File: src/rtl/assert_macros.svh
// Assertion helpers, clocked on clk_i and disabled while rst_ni is low.
`ifndef ASSERT_MACROS_SVH
`define ASSERT_MACROS_SVH

// Property must hold at every clock edge out of reset.
`define ASSERT_CLK(lbl, prop, msg) \
  lbl: assert property (@(posedge clk_i) disable iff (!rst_ni) (prop)) else $error(msg);

// Condition must never be true at a clock edge out of reset.
`define ASSERT_NEVER(lbl, cond, msg) \
  lbl: assert property (@(posedge clk_i) disable iff (!rst_ni) !(cond)) else $error(msg);

`endif

File: src/rtl/ssna_pkg.sv
package ssna_pkg;

  localparam logic [7:0] NEWLINE    = 8'h0A;
  localparam int         CFG_DW     = 64;
  localparam int         PAT_WORDS  = 4;
  localparam int         WORD_BYTES = 8;
  localparam int         PAT_BYTES  = PAT_WORDS * WORD_BYTES;

  typedef enum logic [2:0] {
    CFG_LENGTH = 3'd0,
    CFG_WORD0  = 3'd1,
    CFG_WORD1  = 3'd2,
    CFG_WORD2  = 3'd3,
    CFG_WORD3  = 3'd4
  } cfg_idx_e;

  typedef struct packed {
    logic [7:0] text_byte;
    logic       has_byte;
    logic       last_byte;
  } in_t;

  typedef struct packed {
    logic        found;
    logic [15:0] position;
    logic        overflow;
  } out_t;

  // control shared by every cell of the chain
  typedef struct packed {
    logic shift;
    logic clear;
  } ssna_ctl_t;

endpackage

File: src/rtl/ssna_cell.sv
module ssna_cell import ssna_pkg::*; (
  input  logic       clk_i,
  input  logic       rst_ni,
  input  ssna_ctl_t  ctl_i,
  input  logic [7:0] text_byte_i,
  input  logic [7:0] pat_byte_i,
  input  logic       prev_i,
  output logic       hit_o,
  output logic       match_o
);

  logic match_q;

  // prefix up to this cell matches ending at the incoming byte
  assign hit_o   = prev_i && (text_byte_i == pat_byte_i);
  assign match_o = match_q;

  always_ff @(posedge clk_i or negedge rst_ni) begin
    if (!rst_ni) begin
      match_q <= 1'b0;
    end else if (ctl_i.clear) begin
      match_q <= 1'b0;
    end else if (ctl_i.shift) begin
      match_q <= hit_o;
    end
  end

endmodule

File: src/rtl/substring_search_newline_anchor.sv
// Streaming substring search: takes one text byte per cycle unless a held result waits on
// out_ready_i, and returns one result request in the cycle after the last item of a text
// area is taken. The rate is set by the chain of MAX_PATTERN match cells, each comparing
// the byte with its own pattern byte and passing its prefix-match flag on per taken byte;
// the start of text check for a pattern that opens with a newline runs beside the chain.
`include "assert_macros.svh"

module substring_search_newline_anchor import ssna_pkg::*; #(
  parameter int MAX_PATTERN = 32,
  parameter int MAX_TEXT    = 65536
) (
  input  logic              clk_i,
  input  logic              rst_ni,
  input  logic              in_valid_i,
  output logic              in_ready_o,
  input  in_t               in_data_i,
  output logic              out_valid_o,
  input  logic              out_ready_i,
  output out_t              out_data_o,
  input  logic              cfg_we_i,
  input  logic [2:0]        cfg_idx_i,
  input  logic [CFG_DW-1:0] cfg_data_i
);

  localparam int LW    = $clog2(MAX_PATTERN + 1);
  localparam int IW    = (MAX_PATTERN > 1) ? $clog2(MAX_PATTERN) : 1;
  localparam int Slots = 2 ** IW;
  localparam int CW    = $clog2(MAX_TEXT + MAX_PATTERN + 1);
  localparam int PW    = $clog2(MAX_TEXT);

  localparam logic [CW-1:0] CountCap = CW'(MAX_TEXT + MAX_PATTERN);
  localparam logic [CW-1:0] TextMax  = CW'(MAX_TEXT);
  localparam logic [CW:0]   PosMax   = (CW + 1)'(MAX_TEXT - 1);

  logic [5:0]                         pat_len_q;
  logic [PAT_WORDS-1:0][CFG_DW-1:0]   pat_words_q;
  logic [7:0]                         pat_b [Slots];
  logic [LW-1:0]                      len_used;
  logic [LW-1:0]                      lenm1;

  logic [CW-1:0] count_q, count_d;
  logic          seen_q, seen_d;
  logic [PW-1:0] pos_q, pos_d;
  logic          start_bad_q, start_bad_d;
  logic          first_nl_q, first_nl_d;
  logic          out_valid_q;
  out_t          out_data_q;

  logic          in_acc, take, close;
  logic          lead, eval, at_start, new_match, hit_sel;
  logic          start_cmp;
  logic [CW:0]   nxt, p1, pclamp;
  logic [CW-1:0] p;
  logic [PW-1:0] pos_new;
  out_t          res;

  logic [MAX_PATTERN-1:0] hits, pfx_match;
  ssna_ctl_t              ctl;

  // configuration
  always_ff @(posedge clk_i or negedge rst_ni) begin
    if (!rst_ni) begin
      pat_len_q   <= '0;
      pat_words_q <= '0;
    end else if (cfg_we_i) begin
      unique case (cfg_idx_e'(cfg_idx_i))
        CFG_LENGTH: pat_len_q      <= cfg_data_i[5:0];
        CFG_WORD0:  pat_words_q[0] <= cfg_data_i;
        CFG_WORD1:  pat_words_q[1] <= cfg_data_i;
        CFG_WORD2:  pat_words_q[2] <= cfg_data_i;
        CFG_WORD3:  pat_words_q[3] <= cfg_data_i;
        default: ;
      endcase
    end
  end

  // pattern bytes beyond the configured words read as zero
  for (genvar k = 0; k < Slots; k++) begin : g_pat
    if (k < PAT_BYTES && k < MAX_PATTERN) begin : g_real
      assign pat_b[k] = pat_words_q[k / WORD_BYTES][(k % WORD_BYTES) * 8 +: 8];
    end else begin : g_zero
      assign pat_b[k] = 8'h00;
    end
  end

  always_comb begin
    if (pat_len_q > 6'(MAX_PATTERN)) begin
      len_used = LW'(MAX_PATTERN);
    end else begin
      len_used = LW'(pat_len_q);
    end
  end
  assign lenm1 = len_used - LW'(1);

  assign in_ready_o = !out_valid_q || out_ready_i;
  assign in_acc     = in_valid_i && in_ready_o;
  assign take       = in_acc && in_data_i.has_byte;
  assign close      = in_acc && in_data_i.last_byte;

  assign ctl.shift = take;
  assign ctl.clear = close;

  for (genvar j = 0; j < MAX_PATTERN; j++) begin : g_cell
    logic prev;
    if (j == 0) begin : g_first
      assign prev = 1'b1;
    end else begin : g_rest
      assign prev = pfx_match[j-1];
    end
    ssna_cell u_cell (
      .clk_i       (clk_i),
      .rst_ni      (rst_ni),
      .ctl_i       (ctl),
      .text_byte_i (in_data_i.text_byte),
      .pat_byte_i  (pat_b[j]),
      .prev_i      (prev),
      .hit_o       (hits[j]),
      .match_o     (pfx_match[j])
    );
  end

  assign lead    = (pat_b[0] == NEWLINE);
  assign hit_sel = hits[lenm1[IW-1:0]];

  always_comb begin
    count_d = count_q;
    if (take && count_q != CountCap) begin
      count_d = count_q + CW'(1);
    end

    // start of text: pattern byte i+1 against text byte i
    nxt         = {1'b0, count_q} + (CW + 1)'(1);
    start_cmp   = take && (nxt < (CW + 1)'(len_used));
    start_bad_d = start_bad_q;
    if (start_cmp && (in_data_i.text_byte != pat_b[nxt[IW-1:0]])) begin
      start_bad_d = 1'b1;
    end
    first_nl_d = first_nl_q;
    if (take && count_q == '0) begin
      first_nl_d = (in_data_i.text_byte == NEWLINE);
    end

    eval      = take && !seen_q && (len_used != '0) && (count_d >= CW'(len_used));
    at_start  = lead && (count_d == CW'(len_used));
    new_match = at_start ? !start_bad_d : hit_sel;

    p      = count_d - CW'(len_used);
    p1     = {1'b0, p} + (CW + 1)'(lead);
    pclamp = (p1 > PosMax) ? PosMax : p1;
    pos_new = at_start ? PW'(first_nl_d) : PW'(pclamp);

    seen_d = seen_q;
    pos_d  = pos_q;
    if (eval && new_match) begin
      seen_d = 1'b1;
      pos_d  = pos_new;
    end

    res.found    = (len_used == '0) || seen_d;
    res.position = ((len_used != '0) && seen_d) ? 16'(pos_d) : 16'h0000;
    res.overflow = (count_d > TextMax);
  end

  always_ff @(posedge clk_i or negedge rst_ni) begin
    if (!rst_ni) begin
      count_q     <= '0;
      seen_q      <= 1'b0;
      pos_q       <= '0;
      start_bad_q <= 1'b0;
      first_nl_q  <= 1'b0;
    end else if (close) begin
      count_q     <= '0;
      seen_q      <= 1'b0;
      pos_q       <= '0;
      start_bad_q <= 1'b0;
      first_nl_q  <= 1'b0;
    end else if (take) begin
      count_q     <= count_d;
      seen_q      <= seen_d;
      pos_q       <= pos_d;
      start_bad_q <= start_bad_d;
      first_nl_q  <= first_nl_d;
    end
  end

  // result register
  always_ff @(posedge clk_i or negedge rst_ni) begin
    if (!rst_ni) begin
      out_valid_q <= 1'b0;
    end else if (close) begin
      out_valid_q <= 1'b1;
    end else if (out_ready_i) begin
      out_valid_q <= 1'b0;
    end
  end

  always_ff @(posedge clk_i) begin
    if (close) begin
      out_data_q <= res;
    end
  end

  assign out_valid_o = out_valid_q;
  assign out_data_o  = out_data_q;

  `ASSERT_CLK(a_last_gives_result, close |=> out_valid_o, "last item gave no result")
  `ASSERT_CLK(a_result_from_last, $rose(out_valid_o) |-> $past(close), "result without last item")
  `ASSERT_NEVER(a_pos_when_missing, out_valid_o && !out_data_o.found && out_data_o.position != 16'h0000, "position set on miss")
  `ASSERT_CLK(a_first_match_kept, (seen_q && !close) |=> (seen_q && $stable(pos_q)), "earliest match lost")

endmodule
File: config.mk
export PLATFORM = sky130hd
export DESIGN_NAME = substring_search_newline_anchor
export DESIGN_NICKNAME = d
export VERILOG_FILES = /design/src/rtl/ssna_pkg.sv /design/src/rtl/ssna_cell.sv /design/src/rtl/substring_search_newline_anchor.sv
export VERILOG_INCLUDE_DIRS = /design/src /design/src/rtl
export SDC_FILE = /design/constraint.sdc
export NUM_CORES = 1
export LEC_CHECK = 0
export BUFFER_PORTS_ARGS = -buffer_cell sky130_fd_sc_hd__buf_2
export CORE_UTILIZATION = 30
export CTS_CLUSTER_SIZE = 20
export DETAILED_ROUTE_END_ITERATION = 16
export SYNTH_ARGS = -nofsm -noshare
export SYNTH_HDL_FRONTEND = slang
export SYNTH_SLANG_ARGS = --single-unit
File: constraint.sdc
create_clock -name clk_i -period 12 [get_ports clk_i]
set_clock_uncertainty 0.15 [all_clocks]
set_input_delay 0.6 -clock clk_i [delete_from_list [all_inputs] [get_ports clk_i]]
set_output_delay 0.6 -clock clk_i [all_outputs]
set_load 0.02 [all_outputs]
# After elaboration in Yosys (flattened, before gate mapping)
# Cells that the tools add are included.
# totals
ff_bits	348
latchBits	0
mem_bits_rw	0
mem_bits_ro	0
in_bits	82
word_cells	247
memories	0
# op_classes
addsub	5
mul	0
div_mod_pow	0
order_cmp	7
eq_ne	41
n_shift	0
mux	88
n_bitwise	1
reduce_logical	60
# op_table
cell	n
8-bit == test	32
16-bit two-way mux	5
1-bit two-way mux	75
17-bit two-way mux	3
1-bit logical AND	44
8-bit binary-select mux with 5-bit select	1
17-bit by 1-bit adder with 18-bit output	1
17-bit by 1-bit adder with 18-bit output, second input constant	1
18-bit by 16-bit greater-than comparator with 1-bit output, second input constant	1
18-bit by 6-bit less-than comparator with 1-bit output	1
17-bit by 1-bit adder with 17-bit output, second input constant	1
17-bit by 6-bit == test with 1-bit output	1
17-bit by 6-bit greater-or-equal comparator with 1-bit output	1
17-bit greater-than comparator, second input constant	1
17-bit logical NOT	1
17-bit != test, second input constant	1
17-bit by 6-bit subtractor with 17-bit output	1
8-bit by 4-bit == test with 1-bit output, second input constant	2
8-bit two-way mux	2
2-bit AND reduction	5
8-bit != test	1
3-bit by 2-bit == test with 1-bit output, second input constant	2
6-bit greater-or-equal comparator, second input constant	1
6-bit greater-than comparator, second input constant	1
13 further kinds	17

# Depth between registers and ports, before layout
# Gate-level depths: netlist of the first run.
# depth
word_depth	14
mapped_depth	25
ltp_nobuf	21

# Hierarchy
# Synthesis of the first run repeated with hierarchy kept, for this count alone.
# hier_totals
hier_cells	1963
area_unflattened_um2	21312.9
# by_module_without_submodules
module	n_inst	cells_each	area_per_inst_um2	seq_area_each_um2
substring_search_newline_anchor	1	1387	16748.6	8022.7
ssna_cell	32	18	142.6	25.0

# Least setup slack after synthesis of the first run
# No wires, ideal clock.
# synth_path
kind	reg2reg
start	register count_q[0]
end	register out_data_q, in the netlist out_data_o[1] (data pin)
setup_time_ns	0.254
arrival_ns	5.243
t_required_ns	11.596
slack_ns	6.353
stages_incl_launch_ff	25
period_less_slack_ns	5.647
path_cell_list	dfrtp_1 > buf_2 > buf_2 > buf_2 > inv_1 > ha_1 > nor4b_2 > nand4_1 > nor2_1 > nor2_1 > xnor2_1 > ha_1 > inv_1 > fa_1 > a211oi_1 > o21bai_1 > a21oi_1 > o311ai_1 > nor4_1 > xor2_1 > a2111oi_4 > a31oi_1 > a21oi_2 > o311a_1 > o21a_1
# synth_via
elab_chain_cells	13
# synth_lines
item	line_no	rtl
start: declaration	substring_search_newline_anchor.sv:41	logic [CW-1:0] count_q, count_d;
start signal: assignment	substring_search_newline_anchor.sv:178	count_q <= count_d;
branches (longest 13 deep; another with 17-bit by 1-bit adder with 18-bit output)	--	
end signal: assignment	substring_search_newline_anchor.sv:199	out_data_q <= res;
end: declaration	substring_search_newline_anchor.sv:47	out_t out_data_q;
# Parallel ways; which one is timed is not known. The select of a mux whose other input is x is not followed.
# A chain may end at the register's enable or synchronous reset.

# Worst setup path after layout of the first run
# layout_path
start	register count_q[0]
end	register out_data_q, in the netlist out_data_o[4] (data pin)
# The elaborated chain is that of the path after synthesis.

==> results_dict.tcl, run 1 <==
set metrics [dict create \
    multiInputGateArea_mm2 0.0115 \
    grt_setup_unrepaired "false" \
    syn-mean-instance-area_um2 11.7 \
    initial_core_util 0.303 \
    whs_ns 0.142 \
    core_area_mm2 0.0686 \
    post-route-min-period_ns 6.75 \
    synth_largest_area_cell "sky130_fd_sc_hd__dfrtp_1" \
    hold_violations 0 \
    critical_path_required_ns 12.26 \
    fin_util 0.343 \
    worst_setup_hold_path_clk_slew_ns 0.06 \
    worst_hold_path_type "input port to flip-flop" \
    grt_first_pass_wirelength_um 100000 \
    cts.sink_count 348 \
    grt_pass1_vias 15200 \
    synth.top_cell.area_share 0.397 \
    critical_path.max_fanout 33 \
    synth_sequential_area_ratio 0.423 \
    combined_area_of_all_synthesized_cells_mm2 0.0208 \
    cts_tree "yes" \
    antenna_found_initial 6 \
    maxCapViolations 0 \
    synth_cells 1785 \
    synth_edf_count 18 \
    route.detailed.wl_per_inst_um 23.7 \
    drt_first_iter_violations 1475 \
    drc 0 \
    ctsRootBufferMaster "sky130_fd_sc_hd__clkbuf_16" \
    synth_fp_nets 1885 \
    stdcell_area_mm2 0.0235 \
    worst_slew_margin_rel 0.235 \
    drt-vias-per-instance 5.38 \
    insertion_delay_ns 0.59 \
    fmax_ghz 0.148 \
    slew_violations 0 \
    total_number_of_h_tree_levels 2 \
    critical_path_start_type "flip-flop" \
    setup_slack_after_placement_ns 5.34 \
    fin_tns_setup_ns 0 \
    cts-buffers-inserted 41 \
    synth-async-reset-ratio 0.948 \
    power.ir.vdd_worst_mv 0.109 \
    p_leak_nw 8.93 \
    max_clock_buf_depth 3 \
    tightestPinTransition_ns 1.15 \
    post_route_cells_drive_above_1_share 0.291 \
    finalSetupViolations 0 \
    overall_routing_resource_usage 0.188 \
    postRouteAntennaNets 0 \
    fillers 6869 \
    number_of_search_and_repair_iterations_in_the_first_detailed_routing_pass 7 \
    sequential_cell_area_mm2 0.00880 \
    globalRoute.totalOverflow 0 \
    core.rowCount 96 \
    placed_cell_area_mm2 0.0222 \
    critical_path_class "flip-flop to flip-flop" \
    ys_dominant_reg_cell "sky130_fd_sc_hd__dfrtp_1" \
    synth_cell_types 84 \
    crit_path_end_kind "flip-flop" \
    die_y_um 265 \
    die-area_mm2 0.0704 \
    wl_um 66200 \
    final_nets 1929 \
    io_pins 102 \
    period_share 0.562 \
    syn_to_final_growth_pct 13.2 \
    status "finished clean" \
    largest_net_degree_at_the_start_of_global_routing 114 \
    dp_hpwl_um 48000 \
    routability_congestion_estimate 0.904 \
    postLayoutSetupSlackWorst_ns 5.25 \
    die_width_um 265 \
    ys.warnings.count 0 \
    synth.ff_latch_count 348 \
    power_per_cell_area_mw_per_mm2 180 \
    port_buffers 101 \
    route.vias.total 15000 \
    arrival_ns 7.00 \
    synth_top_cells_by_area "sky130_fd_sc_hd__dfrtp_1, sky130_fd_sc_hd__mux2_2, sky130_fd_sc_hd__xnor2_1" \
]
## synth_stat cells (all sizes together), types with 4 or more instances
library cell / instances
nor2: 39
or4: 17
and2: 28
a221oi: 8
a211oi: 18
a31oi: 5
ha: 17
clkbuf: 55
nand3: 44
nor3: 50
a32o: 8
and4: 8
o21a: 11
mux4: 67
or3: 6
a21oi: 19
nor3b: 4
inv: 20
mux2i: 18
nand4: 42
nor2b: 5
o2bb2ai: 15
xor2: 59
nor4: 26
buf: 63
o31ai: 15
edfxtp: 18
mux2: 261
nand2: 112
o21ai: 47
a21o: 4
and3: 8
dfrtp: 330
a22o: 33
xnor2: 244
a21boi: 13
## power breakdown
| part | internal (mW) | switching [mW] | total, mW | leakage [nW] |
|---|---|---|---|---|
| Combinational | 0.652 | 0.658 | 1.31 | 4.00 |
| Sequential | 1.39 | 0.248 | 1.63 | 4.26 |
| Clock | 0.767 | 0.525 | 1.29 | 0.666 |
## per-stage QoR
step / cells / power [mW]
2_1_floorplan: 1785 / 2.51
3_3_place_gp: 2716 / 2.93
3_5_place_dp: 2716 / 2.95
4_1_cts: 2790 / 4.26
5_1_grt: 2791 / 4.42
6_report: 2791 / 4.24
## worst paths after layout
| kind | from | to | slack (ns) | cells after the start |
|---|---|---|---|---|
| max in group asynchronous | rst_ni | pat_b[214]$_DFFE_PN0P_ | 9.49 | 3 |
| max | count_q[0]$_DFFE_PN0P_ | out_data_o[4]$_SDFFCE_PN0P_ | 5.25 | 18 |
| min reg2reg | g_cell[29].u_cell.match_o$_DFFE_PN0P_ | g_cell[29].u_cell.match_o$_DFFE_PN0P_ | 0.34 | 2 |
| min | cfg_data_i[30] | pat_b[166]$_DFFE_PN0P_ | 0.14 | 2 |
| min in group asynchronous | rst_ni | pos_q[12]$_DFFE_PN0P_ | 0.53 | 2 |
| max reg2reg | count_q[0]$_DFFE_PN0P_ | out_data_o[4]$_SDFFCE_PN0P_ | 5.25 | 18 |
## layout by cell type (no fill, tap or decap), types with 7 or more instances in the layout
cell type	instances
sky130_fd_sc_hd__o21ai_0	35
sky130_fd_sc_hd__nand4_1	41
sky130_fd_sc_hd__clkbuf_16	43
sky130_fd_sc_hd__dfrtp_1	329
sky130_fd_sc_hd__o2bb2ai_1	15
sky130_fd_sc_hd__or4_1	17
sky130_fd_sc_hd__a21boi_1	8
sky130_fd_sc_hd__o31ai_1	13
sky130_fd_sc_hd__o21ai_1	7
sky130_fd_sc_hd__a221oi_1	8
sky130_fd_sc_hd__nand2_1	111
sky130_fd_sc_hd__and2_1	27
sky130_fd_sc_hd__mux2i_1	18
sky130_fd_sc_hd__xor2_1	59
sky130_fd_sc_hd__mux2_2	261
sky130_fd_sc_hd__buf_4	17
sky130_fd_sc_hd__ha_1	16
sky130_fd_sc_hd__mux4_2	67
sky130_fd_sc_hd__edfxtp_1	18
sky130_fd_sc_hd__a32o_1	8
sky130_fd_sc_hd__nand3_1	43
sky130_fd_sc_hd__o21a_1	11
sky130_fd_sc_hd__a22o_1	33
sky130_fd_sc_hd__nor2_1	37
sky130_fd_sc_hd__xnor2_1	243
sky130_fd_sc_hd__clkbuf_1	11
sky130_fd_sc_hd__inv_1	18
sky130_fd_sc_hd__a21oi_1	17
sky130_fd_sc_hd__and4_1	7
sky130_fd_sc_hd__a211oi_1	18
sky130_fd_sc_hd__nor3_1	47
sky130_fd_sc_hd__nor4_1	25
sky130_fd_sc_hd__buf_2	100
sky130_fd_sc_hd__and3_1	8
## registers in the layout, summed over array words and instances, names as in the netlist
register / count
pat_b: 256
g_cell.u_cell.match_o: 31
out_data_o: 18
count_q: 17
pos_q: 16
pat_len_q: 6
first_nl_q: 1
out_valid_o: 1
seen_q: 1
start_bad_q: 1
## worst max-delay path, stage by stage (launching register included)
cell	delay, ns
sky130_fd_sc_hd__dfrtp_4	0.71
sky130_fd_sc_hd__inv_1	0.20
sky130_fd_sc_hd__ha_4	0.15
sky130_fd_sc_hd__nor4b_2	0.18
sky130_fd_sc_hd__nand4_1	0.19
sky130_fd_sc_hd__nor2_1	0.32
sky130_fd_sc_hd__nor2_1	0.23
sky130_fd_sc_hd__o21ai_0	0.55
sky130_fd_sc_hd__ha_1	0.36
sky130_fd_sc_hd__nor2b_1	0.16
sky130_fd_sc_hd__o31a_1	0.30
sky130_fd_sc_hd__o41a_1	0.41
sky130_fd_sc_hd__or3_1	0.49
sky130_fd_sc_hd__or3_4	0.47
sky130_fd_sc_hd__a2111oi_4	0.41
sky130_fd_sc_hd__a31oi_1	0.19
sky130_fd_sc_hd__a21oi_2	0.59
sky130_fd_sc_hd__o21ai_0	0.26
sky130_fd_sc_hd__a21boi_0	0.25
## cells by family (layout without fill, tap and decap cells)
family,Yosys count,count (layout),share of synthesized area
adder cells (fa/ha/maj),18,18,0.0112
other,0,1,0
AO/OA/AOI/OAI,223,223,0.0811
flip-flops,348,348,0.423
buffers and inverters,138,212,0.0291
AND/OR/NAND/NOR,409,409,0.106
XOR/XNOR,303,303,0.128
multiplexers,346,346,0.222
## layout make-up
class	count	share of cell area
multi-input combinational	1299	0.487
sequential	348	0.374
clock buffer	58	0.0498
tap	931	0.0495
timing repair buffer	119	0.0277
clock inverter	15	0.00840
inverter	20	0.00319
antenna	1	0.000106
## metal layers
metal	wire (µm)	global-route usage	share of wire	up-vias
li1	-	-	-	6646
met1	28300	0.249	0.43	7707
met2	31800	0.307	0.48	535
met3	3920	0.0329	0.059	113
met4	2110	0.0656	0.032	4
met5	19	0	0.00029	-
## timing repair
item	CTS	global route
resized for setup	0	0
setup buffers	0	0
setup endpoints to repair	0	0
hold endpoints to repair	14	0
hold buffers	1	0
Note: power is estimated with default switching activity, not from simulation.
==> run 2: changes to the inputs <==
==> constraint.sdc (replaced) <==
create_clock -name clk_i -period 6.1 [get_ports clk_i]
set_clock_uncertainty 0.15 [all_clocks]
set_input_delay 0.305 -clock clk_i [delete_from_list [all_inputs] [get_ports clk_i]]
set_output_delay 0.305 -clock clk_i [all_outputs]
set_load 0.02 [all_outputs]
==> results_dict.tcl, run 2 (synthesis results as in run 1) <==
set metrics [dict create \
    rr_worst_depth 22 \
    core_area_mm2 0.0686 \
    crit_path_end_kind "flip-flop" \
    worst_slew_margin_rel 0.261 \
    final_nets 2024 \
    total_number_of_h_tree_levels 2 \
    cpPeakStageDelay_ns 0.51 \
    mostFrequentLayoutCell "sky130_fd_sc_hd__dfrtp_1" \
    antenna_found_initial 2 \
    core.rowCount 96 \
    io_pins 102 \
    grt_first_pass_wirelength_um 104000 \
    critical_path_start_type "flip-flop" \
    placed_cell_area_mm2 0.0223 \
    number_of_search_and_repair_iterations_in_the_first_detailed_routing_pass 5 \
    period_share 0.962 \
    slew_violations 0 \
    die-area_mm2 0.0704 \
    stdcell_area_mm2 0.0246 \
    tightestPinTransition_ns 1.11 \
    route.detailed.wl_per_inst_um 23.5 \
    worst_r2r_startpoint "count_q[1]$_DFFE_PN0P_" \
    largest_register_ffs 256 \
    postRouteAntennaNets 0 \
    ctsRootBufferMaster "sky130_fd_sc_hd__clkbuf_16" \
    port_buffers 101 \
    routedLengthMet1_um 28700 \
    wl_um 67900 \
    globalRoute.totalOverflow 0 \
    worst_r2r_endpoint "out_data_o[1]$_SDFFCE_PN0P_" \
    topRoutingLayerUsed "met5" \
    fillers 6670 \
    overall_routing_resource_usage 0.194 \
    max_clock_buf_depth 3 \
    syn_to_final_growth_pct 18.0 \
    drt_first_iter_violations 1392 \
    route.vias.total 15600 \
    whs_path_depth 3 \
    status "finished clean" \
    critPathMostFrequentCell "sky130_fd_sc_hd__buf_4" \
    largest_net_degree_at_the_start_of_global_routing 154 \
    critical_path_required_ns 6.29 \
    arrival_ns 6.05 \
    final_cell_mix "sky130_fd_sc_hd__dfrtp_1, sky130_fd_sc_hd__mux2_2, sky130_fd_sc_hd__xnor2_1" \
    grt_pass1_vias 15900 \
    critical_path_class "flip-flop to flip-flop" \
    finalSetupViolations 0 \
    cells_traversed_along_the_worst_timing_path "inv_1 > ha_4 > nor4b_2 > nand4_1 > nor2_2 > nor2_2 > nand2_1 > o21ai_0 > buf_4 > ha_1 > nor2b_1 > o31a_1 > o41a_1 > o21a_1 > o31ai_1 > nand4_1 > a2111oi_4 > buf_4 > a21oi_4 > buf_4 > o311a_1 > o21a_1" \
    worst_hold_path_type "input port to flip-flop" \
    routability_congestion_estimate 0.911 \
    cts.sink_count 348 \
    power.ir.vdd_worst_mv 0.197 \
    maxCapViolations 0 \
    insertion_delay_ns 0.59 \
    drc 0 \
    die_y_um 265 \
    power_per_cell_area_mw_per_mm2 349 \
    setup.reg_to_reg.worst_slack_ns 0.23 \
    cts_tree "yes" \
    p_leak_nw 9.40 \
    critPathTopFamily "compound AO/OA/AOI/OAI gates" \
    min_to "pat_len_q[5]$_DFFE_PN0P_" \
    dp_hpwl_um 49300 \
    cp.buffers_inverters 4 \
    hp-start "cfg_idx_i[0]" \
    hold_violations 0 \
    worst_setup_hold_path_clk_slew_ns 0.06 \
    critical_path.max_fanout 8 \
    fmax_ghz 0.170 \
    p_total_mw 8.57 \
    initial_core_util 0.303 \
    cts-buffers-inserted 41 \
    grt_setup_unrepaired "false" \
    die_width_um 265 \
    route.met3.wl_um 3630 \
    drt-vias-per-instance 5.39 \
    crit_path_top_delay_cell "sky130_fd_sc_hd__a2111oi_4" \
    post_route_cells_drive_above_1_share 0.300 \
    post-route-min-period_ns 5.87 \
    route.met2.wl_um 33200 \
]
-- run 2: cell count changes in the layout (fill, tap and decap cells not counted), sizes merged --
| cell | before | now |
|---|---|---|
| bufinv | 4 | 6 |
| inv | 20 | 23 |
| clkinvlp | 1 | 4 |
| buf | 118 | 147 |
| clkinv | 10 | 5 |
| clkbuf | 58 | 56 |
| dlygate4sd3 | 1 | 67 |
-- run 2: what timing repair did --
action / CTS / global route
hold endpoints to repair: 358 / 0
setup endpoints to repair: 6 / 26
resized for setup: 2 / 6
buffers inserted: 0 / 7
hold buffers: 67 / 0
pin swaps: 0 / 3
-- run 2: layout make-up --
cell class | count | area, µm² | area share
Multi-Input combinational cell | 1299 | 11500 | 0.469
Sequential cell | 348 | 8800 | 0.359
Timing Repair Buffer | 214 | 1540 | 0.0629
Clock buffer | 56 | 1170 | 0.0477
Tap cell | 931 | 1160 | 0.0474
Clock inverter | 18 | 277 | 0.0113
Inverter | 20 | 75.1 | 0.00306
Antenna cell | 1 | 2.50 | 0.000102
-- run 2: through the flow --
| step | util | instances | setup slack [ns] | hold slack [ns] | TNS (ns) |
|---|---|---|---|---|---|
| finish | 0.358 | 2887 | 0.235 | 0.0452 | 0 |
| global placement | 0.326 | 2738 | 0.186 | 0.236 | 0 |
| detailed placement | 0.326 | 2738 | -0.0407 | 0.253 | -0.103 |
| CTS | 0.357 | 2879 | 0.0581 | 0.0189 | 0 |
| global route | 0.358 | 2886 | 0.00231 | 0.0788 | 0 |
| floorplan | - | 1785 | 0.453 | -0.141 | 0 |
-- run 2: how the worst max path moves through the flow --
stage | start | to | slack [ns] | cells after the start
2_1_floorplan | count_q[0]$_DFFE_PN0P_ | out_data_o[1]$_SDFFCE_PN0P_ | 0.45 | 24
3_3_place_gp | count_q[1]$_DFFE_PN0P_ | out_data_o[6]$_SDFFCE_PN0P_ | 0.19 | 22
3_5_place_dp | count_q[1]$_DFFE_PN0P_ | out_data_o[7]$_SDFFCE_PN0P_ | -0.04 | 22
4_1_cts | count_q[1]$_DFFE_PN0P_ | out_data_o[7]$_SDFFCE_PN0P_ | 0.06 | 22
5_1_grt | count_q[1]$_DFFE_PN0P_ | out_data_o[6]$_SDFFCE_PN0P_ | 0.002 | 22
6_report | count_q[1]$_DFFE_PN0P_ | out_data_o[1]$_SDFFCE_PN0P_ | 0.23 | 22
-- run 2: where the power goes --
part	total [mW]	internal (mW)	switching, mW
clock network	2.67	1.61	1.07
registers	3.17	2.73	0.437
logic	2.73	1.34	1.39
total	8.57	5.67	2.89
-- run 2: worst register-to-register path: cells and delay by family (launching register included) --
family / cells / cell delay (ns)
compound gates: 9 / 2.49
buf+inv: 4 / 0.65
simple gates: 7 / 1.44
flops: 1 / 0.47
fa+ha+maj: 2 / 0.42
-- run 2: per-layer routing --
| layer | track usage | up-vias |
|---|---|---|
| li1 | - | 6835 |
| met1 | 0.258 | 8050 |
| met2 | 0.321 | 557 |
| met3 | 0.0269 | 115 |
| met4 | 0.0717 | 4 |
| met5 | 0 | - |
